<file path="src/hdl/mfh_pkg.sv">
// Shared types and constants for the MQTT fixed-header framer.
// Used by mfh_front, mfh_parser, mfh_result_q and mqtt_fixed_header_framer.
package mfh_pkg;

    localparam int LEN_W = 28;
    localparam int HDR_W = 3;
    localparam int CNT_W = 3;

    // Queue depth between stages; must be a power of two.
    localparam int Q_DEPTH = 2;
    localparam int Q_AW    = (Q_DEPTH > 1) ? $clog2(Q_DEPTH) : 1;
    localparam int Q_CW    = $clog2(Q_DEPTH + 1);

    localparam logic [LEN_W-1:0] LEN_MAX = {LEN_W{1'b1}};

    // Packet type codes
    localparam logic [3:0] PT_CONNECT     = 4'd1;
    localparam logic [3:0] PT_PUBLISH     = 4'd3;
    localparam logic [3:0] PT_SUBSCRIBE   = 4'd8;
    localparam logic [3:0] PT_UNSUBSCRIBE = 4'd10;
    localparam logic [3:0] PT_PINGREQ     = 4'd12;
    localparam logic [3:0] PT_DISCONNECT  = 4'd14;

    // Minimum remaining lengths
    localparam logic [LEN_W-1:0] MIN_CONNECT     = LEN_W'(13);
    localparam logic [LEN_W-1:0] MIN_PUBLISH     = LEN_W'(3);
    localparam logic [LEN_W-1:0] MIN_SUBSCRIBE   = LEN_W'(6);
    localparam logic [LEN_W-1:0] MIN_UNSUBSCRIBE = LEN_W'(5);

    localparam logic [3:0] FLAGS_SUB  = 4'd2;
    localparam logic [3:0] PUB_QOS_MASK = 4'h0e;

    // Highest length byte count; a continuation bit here is an encoding error
    localparam logic [CNT_W-1:0] LEN_BYTES_MAX = CNT_W'(4);

    typedef enum logic [2:0] {
        V_OK     = 3'd0,
        V_BADLEN = 3'd1,
        V_TOOBIG = 3'd2,
        V_BADHDR = 3'd3,
        V_DISC   = 3'd4
    } t_verdict;

    // Stream byte split into its header views
    typedef struct packed {
        logic [3:0] hi_nibble;
        logic [3:0] lo_nibble;
        logic       cont;
        logic [6:0] group;
    } t_byte_info;

    typedef struct packed {
        logic [3:0]       packet_type;
        logic [3:0]       packet_flags;
        logic [LEN_W-1:0] rem_len;
        logic [HDR_W-1:0] header_bytes;
        t_verdict         verdict;
    } t_result;

endpackage

</file>
<file path="src/hdl/mqtt_fixed_header_framer.sv">
// MQTT 3.1.1 fixed-header framer top level.
// Depends on mfh_pkg, mfh_front, mfh_parser and mfh_result_q.
//
// Usage:
//   Input side is a queue: drive i_stream_byte and raise push; the request is
//   taken at a clock edge where full is low. Results come out of a queue: while
//   empty is low the oldest verdict is on o_packet_type, o_packet_flags,
//   o_rem_len, o_header_bytes and o_verdict; raise pop to take it.
//   i_cfg_we writes i_cfg_wdata into the max length register; write it only
//   while the block is idle.
//   Throughput: one byte per cycle while the result queue has space, set by the
//   parser step between two 2-entry queues.
//   A verdict reaches the result ports after the byte that causes it is accepted
//   and has passed the front queue register, then the result queue write.
//   Reset (synchronous, active low) empties both queues, returns the parser to
//   the type byte, clears the connected flag and sets the max length to its
//   largest value.
//   When the receiver stalls, the result queue fills, the parser holds, and
//   full rises once the front queue has two bytes waiting.
module mqtt_fixed_header_framer (
    input  logic        i_clk,
    input  logic        i_rst_n,
    input  logic        push,
    output logic        full,
    input  logic [7:0]  i_stream_byte,
    input  logic        i_cfg_we,
    input  logic [27:0] i_cfg_wdata,
    output logic        empty,
    input  logic        pop,
    output logic [3:0]  o_packet_type,
    output logic [3:0]  o_packet_flags,
    output logic [27:0] o_rem_len,
    output logic [2:0]  o_header_bytes,
    output logic [2:0]  o_verdict
);
    import mfh_pkg::*;

    t_byte_info info;
    t_result    res_in, res_out;
    logic       f_valid, take, space, res_valid;

    mfh_front u_front (
        .i_clk         (i_clk),
        .i_rst_n       (i_rst_n),
        .push          (push),
        .full          (full),
        .i_stream_byte (i_stream_byte),
        .o_valid       (f_valid),
        .i_take        (take),
        .o_info        (info)
    );

    mfh_parser u_parser (
        .i_clk       (i_clk),
        .i_rst_n     (i_rst_n),
        .i_cfg_we    (i_cfg_we),
        .i_cfg_wdata (i_cfg_wdata),
        .i_valid     (f_valid),
        .i_info      (info),
        .o_take      (take),
        .i_space     (space),
        .o_res_valid (res_valid),
        .o_res       (res_in)
    );

    mfh_result_q u_result_q (
        .i_clk   (i_clk),
        .i_rst_n (i_rst_n),
        .i_wr    (res_valid),
        .i_res   (res_in),
        .o_space (space),
        .empty   (empty),
        .pop     (pop),
        .o_res   (res_out)
    );

    assign o_packet_type      = res_out.packet_type;
    assign o_packet_flags     = res_out.packet_flags;
    assign o_rem_len          = res_out.rem_len;
    assign o_header_bytes     = res_out.header_bytes;
    assign o_verdict          = res_out.verdict;

endmodule

</file>
<file path="src/hdl/mfh_front.sv">
// Front stage: accepts stream bytes, splits them into header views and
// queues them for the parser. Depends on mfh_pkg.
module mfh_front (
    input  logic                i_clk,
    input  logic                i_rst_n,
    input  logic                push,
    output logic                full,
    input  logic [7:0]          i_stream_byte,
    output logic                o_valid,
    input  logic                i_take,
    output mfh_pkg::t_byte_info o_info
);
    import mfh_pkg::*;

    t_byte_info            r_mem [Q_DEPTH];
    logic [Q_AW-1:0]       r_wp, r_rp;
    logic [Q_CW-1:0]       r_cnt;
    logic                  wr, rd;
    t_byte_info            info;

    assign full    = (r_cnt == Q_CW'(Q_DEPTH));
    assign o_valid = (r_cnt != '0);
    assign o_info  = r_mem[r_rp];
    assign wr      = push & ~full;
    assign rd      = i_take & o_valid;

    always_comb begin
        info.hi_nibble = i_stream_byte[7:4];
        info.lo_nibble = i_stream_byte[3:0];
        info.cont      = i_stream_byte[7];
        info.group     = i_stream_byte[6:0];
    end

    always_ff @(posedge i_clk) begin
        if (wr) begin
            r_mem[r_wp] <= info;
        end
    end

    always_ff @(posedge i_clk) begin
        if (!i_rst_n) begin
            r_wp  <= '0;
            r_rp  <= '0;
            r_cnt <= '0;
        end else begin
            if (wr) begin
                r_wp <= r_wp + Q_AW'(1);
            end
            if (rd) begin
                r_rp <= r_rp + Q_AW'(1);
            end
            case ({wr, rd})
                2'b10:   r_cnt <= r_cnt + Q_CW'(1);
                2'b01:   r_cnt <= r_cnt - Q_CW'(1);
                default: r_cnt <= r_cnt;
            endcase
        end
    end

endmodule

</file>
<file path="src/hdl/mfh_parser.sv">
// Back stage: fixed-header state machine, length decode, header checks and
// body count. Holds the max length register. Depends on mfh_pkg.
module mfh_parser (
    input  logic                i_clk,
    input  logic                i_rst_n,
    input  logic                i_cfg_we,
    input  logic [27:0]         i_cfg_wdata,
    input  logic                i_valid,
    input  mfh_pkg::t_byte_info i_info,
    output logic                o_take,
    input  logic                i_space,
    output logic                o_res_valid,
    output mfh_pkg::t_result    o_res
);
    import mfh_pkg::*;

    typedef enum logic [3:0] {
        S_TYPE = 4'b0001,
        S_LEN  = 4'b0010,
        S_BODY = 4'b0100,
        S_DEAD = 4'b1000
    } t_state;

    t_state           r_state, n_state;
    logic [LEN_W-1:0] r_max, r_acc, n_acc, r_left, n_left;
    logic [CNT_W-1:0] r_cnt, n_cnt;
    logic [3:0]       r_type, n_type, r_flags, n_flags;
    logic             r_conn, n_conn;

    logic [LEN_W-1:0] shifted, acc_new;
    logic [CNT_W-1:0] cnt_new;
    logic             step, hdr_ok;

    function automatic logic header_ok(input logic [3:0] t, input logic [3:0] f,
                                       input logic [LEN_W-1:0] len, input logic conn);
        logic ok;
        ok = 1'b0;
        case (t)
            PT_CONNECT:     ok = (f == 4'd0) && (len >= MIN_CONNECT) && !conn;
            PT_PUBLISH:     ok = ((f & PUB_QOS_MASK) == 4'd0) && (len >= MIN_PUBLISH) && conn;
            PT_SUBSCRIBE:   ok = (f == FLAGS_SUB) && (len >= MIN_SUBSCRIBE) && conn;
            PT_UNSUBSCRIBE: ok = (f == FLAGS_SUB) && (len >= MIN_UNSUBSCRIBE) && conn;
            PT_PINGREQ:     ok = (f == 4'd0) && (len == '0) && conn;
            PT_DISCONNECT:  ok = (f == 4'd0) && (len == '0) && conn;
            default:        ok = 1'b0;
        endcase
        return ok;
    endfunction

    assign step   = i_valid & i_space;
    assign o_take = step;

    always_comb begin
        case (r_cnt[1:0])
            2'd0:    shifted = {21'd0, i_info.group};
            2'd1:    shifted = {14'd0, i_info.group, 7'd0};
            2'd2:    shifted = {7'd0, i_info.group, 14'd0};
            default: shifted = {i_info.group, 21'd0};
        endcase
        acc_new = r_acc | shifted;
        cnt_new = r_cnt + CNT_W'(1);
        hdr_ok  = header_ok(r_type, r_flags, acc_new, r_conn);
    end

    always_comb begin
        n_state = r_state;
        n_acc   = r_acc;
        n_left  = r_left;
        n_cnt   = r_cnt;
        n_type  = r_type;
        n_flags = r_flags;
        n_conn  = r_conn;
        o_res_valid = 1'b0;
        o_res.packet_type      = r_type;
        o_res.packet_flags     = r_flags;
        o_res.rem_len          = r_acc;
        o_res.header_bytes     = r_cnt + HDR_W'(1);
        o_res.verdict          = V_OK;
        if (step) begin
            case (r_state)
                S_TYPE: begin
                    n_type  = i_info.hi_nibble;
                    n_flags = i_info.lo_nibble;
                    n_acc   = '0;
                    n_cnt   = '0;
                    n_left  = '0;
                    n_state = S_LEN;
                end
                S_LEN: begin
                    n_acc = acc_new;
                    n_cnt = cnt_new;
                    o_res.rem_len          = acc_new;
                    o_res.header_bytes     = cnt_new + HDR_W'(1);
                    if (i_info.cont) begin
                        if (cnt_new >= LEN_BYTES_MAX) begin
                            n_state = S_DEAD;
                            o_res_valid = 1'b1;
                            o_res.rem_len = '0;
                            o_res.verdict = V_BADLEN;
                        end
                    end else if (acc_new > r_max) begin
                        n_state = S_DEAD;
                        o_res_valid = 1'b1;
                        o_res.verdict = V_TOOBIG;
                    end else if (!hdr_ok) begin
                        n_state = S_DEAD;
                        o_res_valid = 1'b1;
                        o_res.verdict = V_BADHDR;
                    end else if (acc_new == '0) begin
                        // empty body: finish now
                        o_res_valid = 1'b1;
                        if (r_type == PT_DISCONNECT) begin
                            n_state = S_DEAD;
                            o_res.verdict = V_DISC;
                        end else begin
                            n_state = S_TYPE;
                            if (r_type == PT_CONNECT) begin
                                n_conn = 1'b1;
                            end
                        end
                    end else begin
                        n_left  = acc_new;
                        n_state = S_BODY;
                    end
                end
                S_BODY: begin
                    n_left = r_left - LEN_W'(1);
                    if (r_left == LEN_W'(1)) begin
                        // only accepted non-empty packets reach here; no disconnect
                        o_res_valid = 1'b1;
                        n_state = S_TYPE;
                        if (r_type == PT_CONNECT) begin
                            n_conn = 1'b1;
                        end
                    end
                end
                S_DEAD: begin
                    n_state = S_DEAD;
                end
                default: begin
                    n_state = S_DEAD;
                end
            endcase
        end
    end

    always_ff @(posedge i_clk) begin
        if (!i_rst_n) begin
            r_state <= S_TYPE;
            r_max   <= LEN_MAX;
            r_acc   <= '0;
            r_left  <= '0;
            r_cnt   <= '0;
            r_type  <= '0;
            r_flags <= '0;
            r_conn  <= 1'b0;
        end else begin
            if (i_cfg_we) begin
                r_max <= i_cfg_wdata;
            end
            r_state <= n_state;
            r_acc   <= n_acc;
            r_left  <= n_left;
            r_cnt   <= n_cnt;
            r_type  <= n_type;
            r_flags <= n_flags;
            r_conn  <= n_conn;
        end
    end

endmodule

</file>
<file path="src/hdl/mfh_result_q.sv">
// Result queue: holds verdicts until the receiver pops them.
// Depends on mfh_pkg.
module mfh_result_q (
    input  logic             i_clk,
    input  logic             i_rst_n,
    input  logic             i_wr,
    input  mfh_pkg::t_result i_res,
    output logic             o_space,
    output logic             empty,
    input  logic             pop,
    output mfh_pkg::t_result o_res
);
    import mfh_pkg::*;

    t_result         r_mem [Q_DEPTH];
    logic [Q_AW-1:0] r_wp, r_rp;
    logic [Q_CW-1:0] r_cnt;
    logic            rd, wr;

    assign empty   = (r_cnt == '0);
    assign rd      = pop & ~empty;
    // a pop this cycle frees an entry for the parser
    assign o_space = (r_cnt != Q_CW'(Q_DEPTH)) | rd;
    assign wr      = i_wr & o_space;
    assign o_res   = r_mem[r_rp];

    always_ff @(posedge i_clk) begin
        if (wr) begin
            r_mem[r_wp] <= i_res;
        end
    end

    always_ff @(posedge i_clk) begin
        if (!i_rst_n) begin
            r_wp  <= '0;
            r_rp  <= '0;
            r_cnt <= '0;
        end else begin
            if (wr) begin
                r_wp <= r_wp + Q_AW'(1);
            end
            if (rd) begin
                r_rp <= r_rp + Q_AW'(1);
            end
            case ({wr, rd})
                2'b10:   r_cnt <= r_cnt + Q_CW'(1);
                2'b01:   r_cnt <= r_cnt - Q_CW'(1);
                default: r_cnt <= r_cnt;
            endcase
        end
    end

endmodule

</file>
<file path="config.mk">
export PLATFORM = sky130hd
export DESIGN_NAME = mqtt_fixed_header_framer
export DESIGN_NICKNAME = d
export VERILOG_FILES = /design/src/hdl/mfh_pkg.sv /design/src/hdl/mqtt_fixed_header_framer.sv /design/src/hdl/mfh_front.sv /design/src/hdl/mfh_parser.sv /design/src/hdl/mfh_result_q.sv
export SDC_FILE = /design/constraint.sdc
export NUM_CORES = 1
export LEC_CHECK = 0
export BUFFER_PORTS_ARGS = -buffer_cell sky130_fd_sc_hd__buf_4
export CORE_MARGIN = 5
export CORE_UTILIZATION = 30
export DETAILED_ROUTE_END_ITERATION = 8
export GPL_TIMING_DRIVEN = 0
export SYNTH_ARGS = -nofsm -noshare
export SYNTH_HDL_FRONTEND = slang
export SYNTH_SLANG_ARGS = --single-unit
</file>
<file path="constraint.sdc">
create_clock -name i_clk -period 6.5 [get_ports i_clk]
set_clock_uncertainty 0.05 [all_clocks]
set_input_delay 0.975 -clock i_clk [delete_from_list [all_inputs] [get_ports i_clk]]
set_output_delay 0.975 -clock i_clk [all_outputs]
set_load 0.1 [all_outputs]
</file>
### Yosys cells after proc, flatten, opt, wreduce, memory -nomap -nowiden

Memory sizes are Yosys's and may differ from the RTL's. A register that Yosys moved wholly into a read port is not among the register bits.
Index checks and enable logic that the tools add are counted.

| operators by class | value |
|---|---|
| add/sub/neg operators | 11 |
| equal/unequal tests | 27 |
| mux-type cells | 53 |
| magnitude comparators | 6 |
| bitwise logic cells | 9 |
| reductions and logical operators | 28 |

Operators with widths:

| kind | count |
|---|---|
| $mux 28 | 6 |
| $pmux 28 s3 | 2 |
| $mux 34 | 2 |
| $ge 28x3->1 const B | 2 |
| $pmux 28 s2 | 1 |
| $eq 28x1->1 const B | 1 |
| $ge 28x2->1 const B | 1 |
| $ge 28x4->1 const B | 1 |
| $gt 28x28->1 | 1 |
| $logic_not 28->1 | 1 |
| $mux 4 | 7 |
| $or 28x28->28 | 1 |
| $sub 28x1->28 const B | 1 |
| $mux 1 | 23 |
| $eq 4x4->1 const B | 4 |
| $mux 3 | 5 |
| $eq 4x2->1 const B | 3 |
| $pmux 4 s3 | 1 |
| $logic_and 1x1->1 | 10 |
| $ne 2x2->1 const B | 5 |
| $reduce_bool 2->1 | 5 |
| $eq 2x2->1 const B | 4 |
| $eq 4x1->1 const B | 2 |
| $logic_not 4->1 | 2 |
| 24 further kinds | 43 |

| storage, ports and cells | value |
|---|---|
| memories | 2 |
| bits in writable memories | 116 |
| output and inout bits | 44 |
| input port bits | 41 |
| register bits after elaboration | 108 |
| word-level logic and storage cells | 150 |

Memories:

| memory | depth | bits a word | read ports | clocked after Yosys merged registers in | write ports | line | text |
|---|---|---|---|---|---|---|---|
| u_result_q.r_mem | 2 | 42 | 1 | 1 | 1 | mfh_result_q.sv:15 | `t_result r_mem [Q_DEPTH];` |
| u_front.r_mem | 2 | 16 | 1 | 1 | 1 | mfh_front.sv:15 | `t_byte_info r_mem [Q_DEPTH];` |

### Depth between registers and ports, before layout

| logic depth | value |
|---|---|
| word-level depth | 15 |
| gate-level depth with buffers | 19 |
| gate-level depth less buffers | 18 |

### Modules after synthesis

Synthesis repeated with hierarchy kept, for this count alone.

| unflattened totals | value |
|---|---|
| cells, all modules | 1029 |
| area, all modules | 10177.3 um2 |

Modules (own cells, without submodules):

| module | sequential area each (um2) | instances | cells an instance | area an instance (um2) |
|---|---|---|---|---|
| mfh_parser | 2001.9 | 1 | 814 | 6060.8 |
| mfh_result_q | 2622.5 | 1 | 155 | 3251.9 |
| mfh_front | 580.6 | 1 | 60 | 864.6 |

### Worst setup path before layout

Ideal clock, no wire load.

| timing | value |
|---|---|
| path kind | register -> register |
| start point | reg u_parser.r_cnt[0] |
| end point | mem u_result_q.r_mem[0][0] (netlist name), enable pin |
| period minus slack after synthesis | 5.377 ns |
| stages on the path, launching flop included | 17 |
| data arrival time | 4.886 ns |
| setup time | 0.441 ns |
| required time | 6.009 ns |
| path slack | 1.123 ns |
| cells stage by stage | dfxtp_1 > inv_1 > ha_1 > nor2b_1 > a21oi_1 > inv_1 > ha_1 > nand3_1 > or4_1 > nor2_1 > o21ai_0 > nand4b_1 > o21bai_1 > and2_1 > clkbuf_1 > a31o_2 > nor2_1 |

| on the way | value |
|---|---|
| cells in the longest elaborated chain, start to end | 15 |
| elaborated cells between the ends (all ways) | 34 |
| those cells by class | add/sub (1); order compare (6); eq/ne (2); mux (11); bitwise (2); reduce/logical (12) |

RTL lines:

| item | line | text |
|---|---|---|
| start, declared | mfh_parser.sv:26 | `logic [CNT_W-1:0] r_cnt, n_cnt;` |
| start signal, assigned | mfh_parser.sv:164 | `r_cnt <= n_cnt;` |
| $eq 2x2->1 (tied with other cells) | mfh_parser.sv:54 | `case (r_cnt[1:0])` |
| $pmux 28 s3 | mfh_parser.sv:54 |  |
| $or 28x28->28 | mfh_parser.sv:60 | `acc_new = r_acc \| shifted;` |
| $ge 28x3->1 (tied with other cells) | mfh_parser.sv:42 | `PT_UNSUBSCRIBE: ok = (f == FLAGS_SUB) && (len >= MIN_UNSUBSCRIBE) && conn;` |
| $logic_and 1x1->1 (on tied branches) (2 in a row) | - |  |
| $pmux 1 s5 | mfh_parser.sv:38 | `case (t)` |
| $mux 1 | mfh_parser.sv:105 | `end else if (!hdr_ok) begin` |
| $mux 1 | mfh_parser.sv:101 | `end else if (acc_new > r_max) begin` |
| $mux 1 * | mfh_parser.sv:94 | `if (i_info.cont) begin` |
| $pmux 1 s2 * | mfh_parser.sv:80 | `case (r_state)` |
| $mux 1 * | mfh_parser.sv:79 | `if (step) begin` |
| $and 1x1->1 * | mfh_result_q.sv:24 | `assign wr = i_wr & o_space;` |
| $mux 1 * | mfh_result_q.sv:28 | `if (wr) begin` |
| $mux 1 (implied by the code) * | mfh_result_q.sv:29 | `r_mem[r_wp] <= i_res;` |
| end, declared | mfh_result_q.sv:15 |  |

Every way passes the cells marked *; elsewhere a longest branch is shown, timed or not.

### Worst setup path after layout

| timing | value |
|---|---|
| start point | reg u_parser.r_cnt[0] |
| end point | reg u_result_q.r_cnt[1] |

| on the way | value |
|---|---|
| cells in the longest elaborated chain, start to end | 15 |
| elaborated cells between the ends (all ways) | 36 |
| those cells by class | add/sub (1); order compare (6); eq/ne (4); mux (10); bitwise (2); reduce/logical (13) |

RTL lines:

| item | line | text |
|---|---|---|
| $eq 2x2->1 (tied with other cells) | mfh_parser.sv:54 |  |
| $pmux 28 s3 | mfh_parser.sv:54 |  |
| $or 28x28->28 | mfh_parser.sv:60 |  |
| $ge 28x3->1 (tied with other cells) | mfh_parser.sv:42 |  |
| $logic_and 1x1->1 (on tied branches) (2 in a row) | - |  |
| $pmux 1 s5 | mfh_parser.sv:38 |  |
| $mux 1 | mfh_parser.sv:105 |  |
| $mux 1 | mfh_parser.sv:101 |  |
| $mux 1 * | mfh_parser.sv:94 |  |
| $pmux 1 s2 * | mfh_parser.sv:80 |  |
| $mux 1 * | mfh_parser.sv:79 |  |
| $and 1x1->1 * | mfh_result_q.sv:24 |  |
| $eq 2x1->1 or $eq 2x2->1 (tied branches) | mfh_result_q.sv:45 | `case ({wr, rd})` |
| $pmux 2 s2 or $reduce_bool 2->1 (tied branches) | - |  |
| end signal, assigned | mfh_result_q.sv:46 | `2'b10: r_cnt <= r_cnt + Q_CW'(1);` |
| end signal, assigned | mfh_result_q.sv:47 | `2'b01: r_cnt <= r_cnt - Q_CW'(1);` |
| end signal, assigned | mfh_result_q.sv:48 | `default: r_cnt <= r_cnt;` |
| end, declared | mfh_result_q.sv:17 | `logic [Q_CW-1:0] r_cnt;` |

Marks and branches as above.
A chain may end at the register's enable or synchronous reset.

==> impl_metrics.ini <==
[critical_path]
ff2ff_setup_slack_ps = 1220
required_ps = 6900
critPathMaxStageDelay_ps = 630
crit_chain = inv_1, ha_1, nor2b_1, a21oi_1, inv_1, ha_1, nor2b_1, o21a_1, o21a_1, o21ai_0, nand4b_1, o21bai_1, and2_1, clkbuf_1, a31o_2, ha_1, or3_1, a21oi_1
path_max_fanout = 7
cp.depth = 18
worstReg2RegEnd = u_result_q.r_cnt[1]
crit_buf_inv = 3
startpoint_type = flip-flop
reg2reg_from = u_parser.r_cnt[0]
end_kind = flip-flop
cp_common_cell = ha_1
rr_worst_depth = 18
worstPathArrival_ps = 5680
crit_start = u_parser.r_cnt[0]
crit_family = compound AO/OA/AOI/OAI gates
cpMaxStageDelayCell = a21oi_1
path_class = flip-flop to flip-flop

[timing]
slew_headroom = 0.264
tightest_slew_ps = 1090
period_share = 0.813
rsz0062_at_grt = no
finalSetupTns_ps = 0
clock.fmax_ghz = 0.189
finalSetupViolCount = 0
hold_viol = 0
finalCriticalPeriod_ps = 5280
maxSlewViolCount = 0

[routing]
post_drt_wl_per_cell_um = 17.9
drt_iter0_drc = 684
drc = 0
vias = 8208
viasPerCell = 5.15
wl_mm = 28.6
ant_nets = 0
first_pass_iters = 5

[hold_path]
min-delay-start = u_parser.r_acc[5]
holdPathStages = 2
hp-class = flip-flop to flip-flop
min_to = u_parser.r_acc[5]

[yosys]
syn_area_mm2 = 0.0101
synth-warning-count = 0
ys_seq_area_frac = 0.515
syn_inst = 1023
ys_ff_latch = 210
ys_types = 58
ys_async_sr_fraction = 0
yosys_most_used_dff = dfxtp_1
synth_edf_count = 100
synth.net_count = 1103
avgSynthCellArea_um2 = 9.88

[finish]
fillerInstances = 3380
fin_nets = 1211
area_growth_pct = 20.1
num_antenna_cells = 0
final_area_mm2 = 0.0121
final_util = 0.364
drive_above_1_share = 0.166

[power]
p_leak_nw = 4.94
power_mw = 4.10
peakVddDrop_uv = 185
p_per_area_mw_per_mm2 = 338

[global_routing]
grtUsageTotal = 0.147
grt_pass1_wl_mm = 44.9
grt.overflow.total = 0
grt_pass1_vias = 8002
grt_max_degree = 23
antenna_found_initial = 1

[floorplanning]
initial_core_util = 0.303
rows = 67
coreArea_mm2 = 0.0334
ios = 85
die_area_mm2 = 0.0375
die_w_um = 194
dieHeight_um = 194

[clock_tree]
clk_path_buf_depth = 3
cts-root-buf = clkbuf_16
clkTransAtPathRegs_ps = 70
post-cts-setup-buffers = 0
htreeDepth = 1
cts_buffers = 22
ctsHoldBuffers = 0
clock-sinks = 210
cts_tree = built
insertion_delay_ps = 520
cts_resized = 0

[place]
dpl_cell_area_mm2 = 0.0114
globalplace.congestion = 0.906
post-dp-hpwl_mm = 21.4
io_buffer_count = 82

[flow_run]
cap_violations = 0

[run_status]
status = finished clean
## cell type report
type	count	area [um^2]	area share
buffer	54	226	0.0187
clock buffer	28	604	0.0498
clock inverter	12	181	0.0149
inverter	62	233	0.0192
multi-input combinational	697	4460	0.367
sequential	210	5200	0.429
tap	448	561	0.0462
timing repair buffer	84	671	0.0552
## worst max-delay path by stage
stage	slack (ps)	to
after floorplan	1120	u_result_q.r_mem[0][0]
after global placement	-830	u_result_q.r_mem[1][18]
after detailed placement	1230	u_result_q.r_cnt[1]
after CTS	1220	u_result_q.r_cnt[1]
after global routing	850	u_result_q.r_cnt[1]
final	1220	u_result_q.r_cnt[1]
## cell usage after synthesis (3+ instances only)
library cell | n | share of area
buf_2 | 4 | 0.0020
or4_1 | 6 | 0.0045
or3_1 | 6 | 0.0037
inv_1 | 59 | 0.022
nand4_1 | 13 | 0.0080
mux2_4 | 5 | 0.0074
and3_1 | 5 | 0.0031
edfxtp_1 | 100 | 0.30
xnor2_1 | 5 | 0.0043
a21o_1 | 9 | 0.0067
nand2b_1 | 6 | 0.0037
a31oi_1 | 9 | 0.0056
a21oi_1 | 103 | 0.051
nand3_1 | 6 | 0.0030
o22ai_1 | 12 | 0.0074
clkbuf_1 | 46 | 0.017
o21ai_0 | 24 | 0.012
nor2b_1 | 6 | 0.0037
mux2i_1 | 14 | 0.014
o21bai_1 | 12 | 0.0089
o21a_1 | 3 | 0.0022
nor3_1 | 23 | 0.011
nor2_1 | 98 | 0.036
a22o_1 | 28 | 0.024
nand2_1 | 129 | 0.048
dfxtp_1 | 110 | 0.22
o211ai_1 | 36 | 0.027
xor2_1 | 5 | 0.0043
and2_1 | 8 | 0.0050
mux2_2 | 47 | 0.052
nor4_1 | 7 | 0.0043
ha_1 | 39 | 0.048
a211oi_1 | 6 | 0.0045
## metrics by stage
stage          hold WS (ps)  setup slack (ps)  cells
2_1_floorplan           394              1120   1023
3_3_place_gp            402              -829   1553
3_5_place_dp            409              1230   1555
4_1_cts                 419              1220   1595
5_1_grt                 455               849   1595
6_report                420              1220   1595
## worst register-to-register path, cell delays in order (launching register included)
cell and delay [ps]:
dfxtp_1 460, inv_1 140, ha_1 210, nor2b_1 230
a21oi_1 630, inv_1 150, ha_1 340, nor2b_1 140
o21a_1 160, o21a_1 160, o21ai_0 210, nand4b_1 160
o21bai_1 580, and2_1 220, clkbuf_1 270, a31o_2 330
ha_1 290, or3_1 360, a21oi_1 140
## logic make-up (layout without fill, tap and decap cells)
group,count (synthesis),count (layout),synth area share
DFF,210,210,0.515
xor gates and xnor gates,10,10,0.00866
AOI/OAI and AO/OA,259,259,0.165
buffers and inverters,116,240,0.0454
muxes,66,66,0.0736
and+or+nand+nor,323,323,0.144
adders and majority gates,39,39,0.0483
## layout by cell type (no fill, tap or decap), types with 7 or more instances in the layout
| cell | count |
|---|---|
| dfxtp_1 | 110 |
| o211ai_1 | 36 |
| a21o_1 | 9 |
| a21oi_1 | 103 |
| o21bai_1 | 12 |
| nand2_1 | 129 |
| mux2i_1 | 14 |
| a22o_1 | 28 |
| edfxtp_1 | 100 |
| nor3_1 | 23 |
| nor4_1 | 7 |
| o22ai_1 | 12 |
| buf_4 | 83 |
| a31oi_1 | 9 |
| nor2_1 | 96 |
| nand4_1 | 13 |
| clkbuf_16 | 23 |
| clkbuf_1 | 50 |
| and2_1 | 8 |
| o21ai_0 | 24 |
| mux2_2 | 47 |
| ha_1 | 39 |
| inv_1 | 59 |
## where the power goes
part | switching [mW] | internal [mW] | leakage (nW)
clock | 0.529 | 0.823 | 0.379
combinational | 0.854 | 0.357 | 2.72
sequential | 0.0614 | 1.47 | 1.84
total | 1.44 | 2.66 | 4.94
## sequential cells by signal (all words and copies together), names as in the netlist, named ones only
register / cells
u_parser.r_flags: 4
u_front.r_wp: 1
u_parser.r_left: 28
u_result_q.r_mem: 84
u_parser.r_acc: 28
u_front.r_rp: 1
u_front.r_mem: 16
u_parser.r_cnt: 3
u_result_q.r_wp: 1
u_parser.r_type: 4
u_parser.r_max: 28
u_parser.r_state: 4
u_result_q.r_rp: 1
u_parser.r_conn: 1
u_result_q.r_cnt: 2
u_front.r_cnt: 2
## routing by layer
layer / vias up / routed length (um) / global-route usage
met5: - / 7 / 0
met4: 2 / 1500 / 0.0761
met3: 73 / 1690 / 0.0231
met2: 314 / 13200 / 0.236
met1: 3915 / 12200 / 0.192
li1: 3904 / - / -
Note: power is estimated with default switching activity, not from simulation.
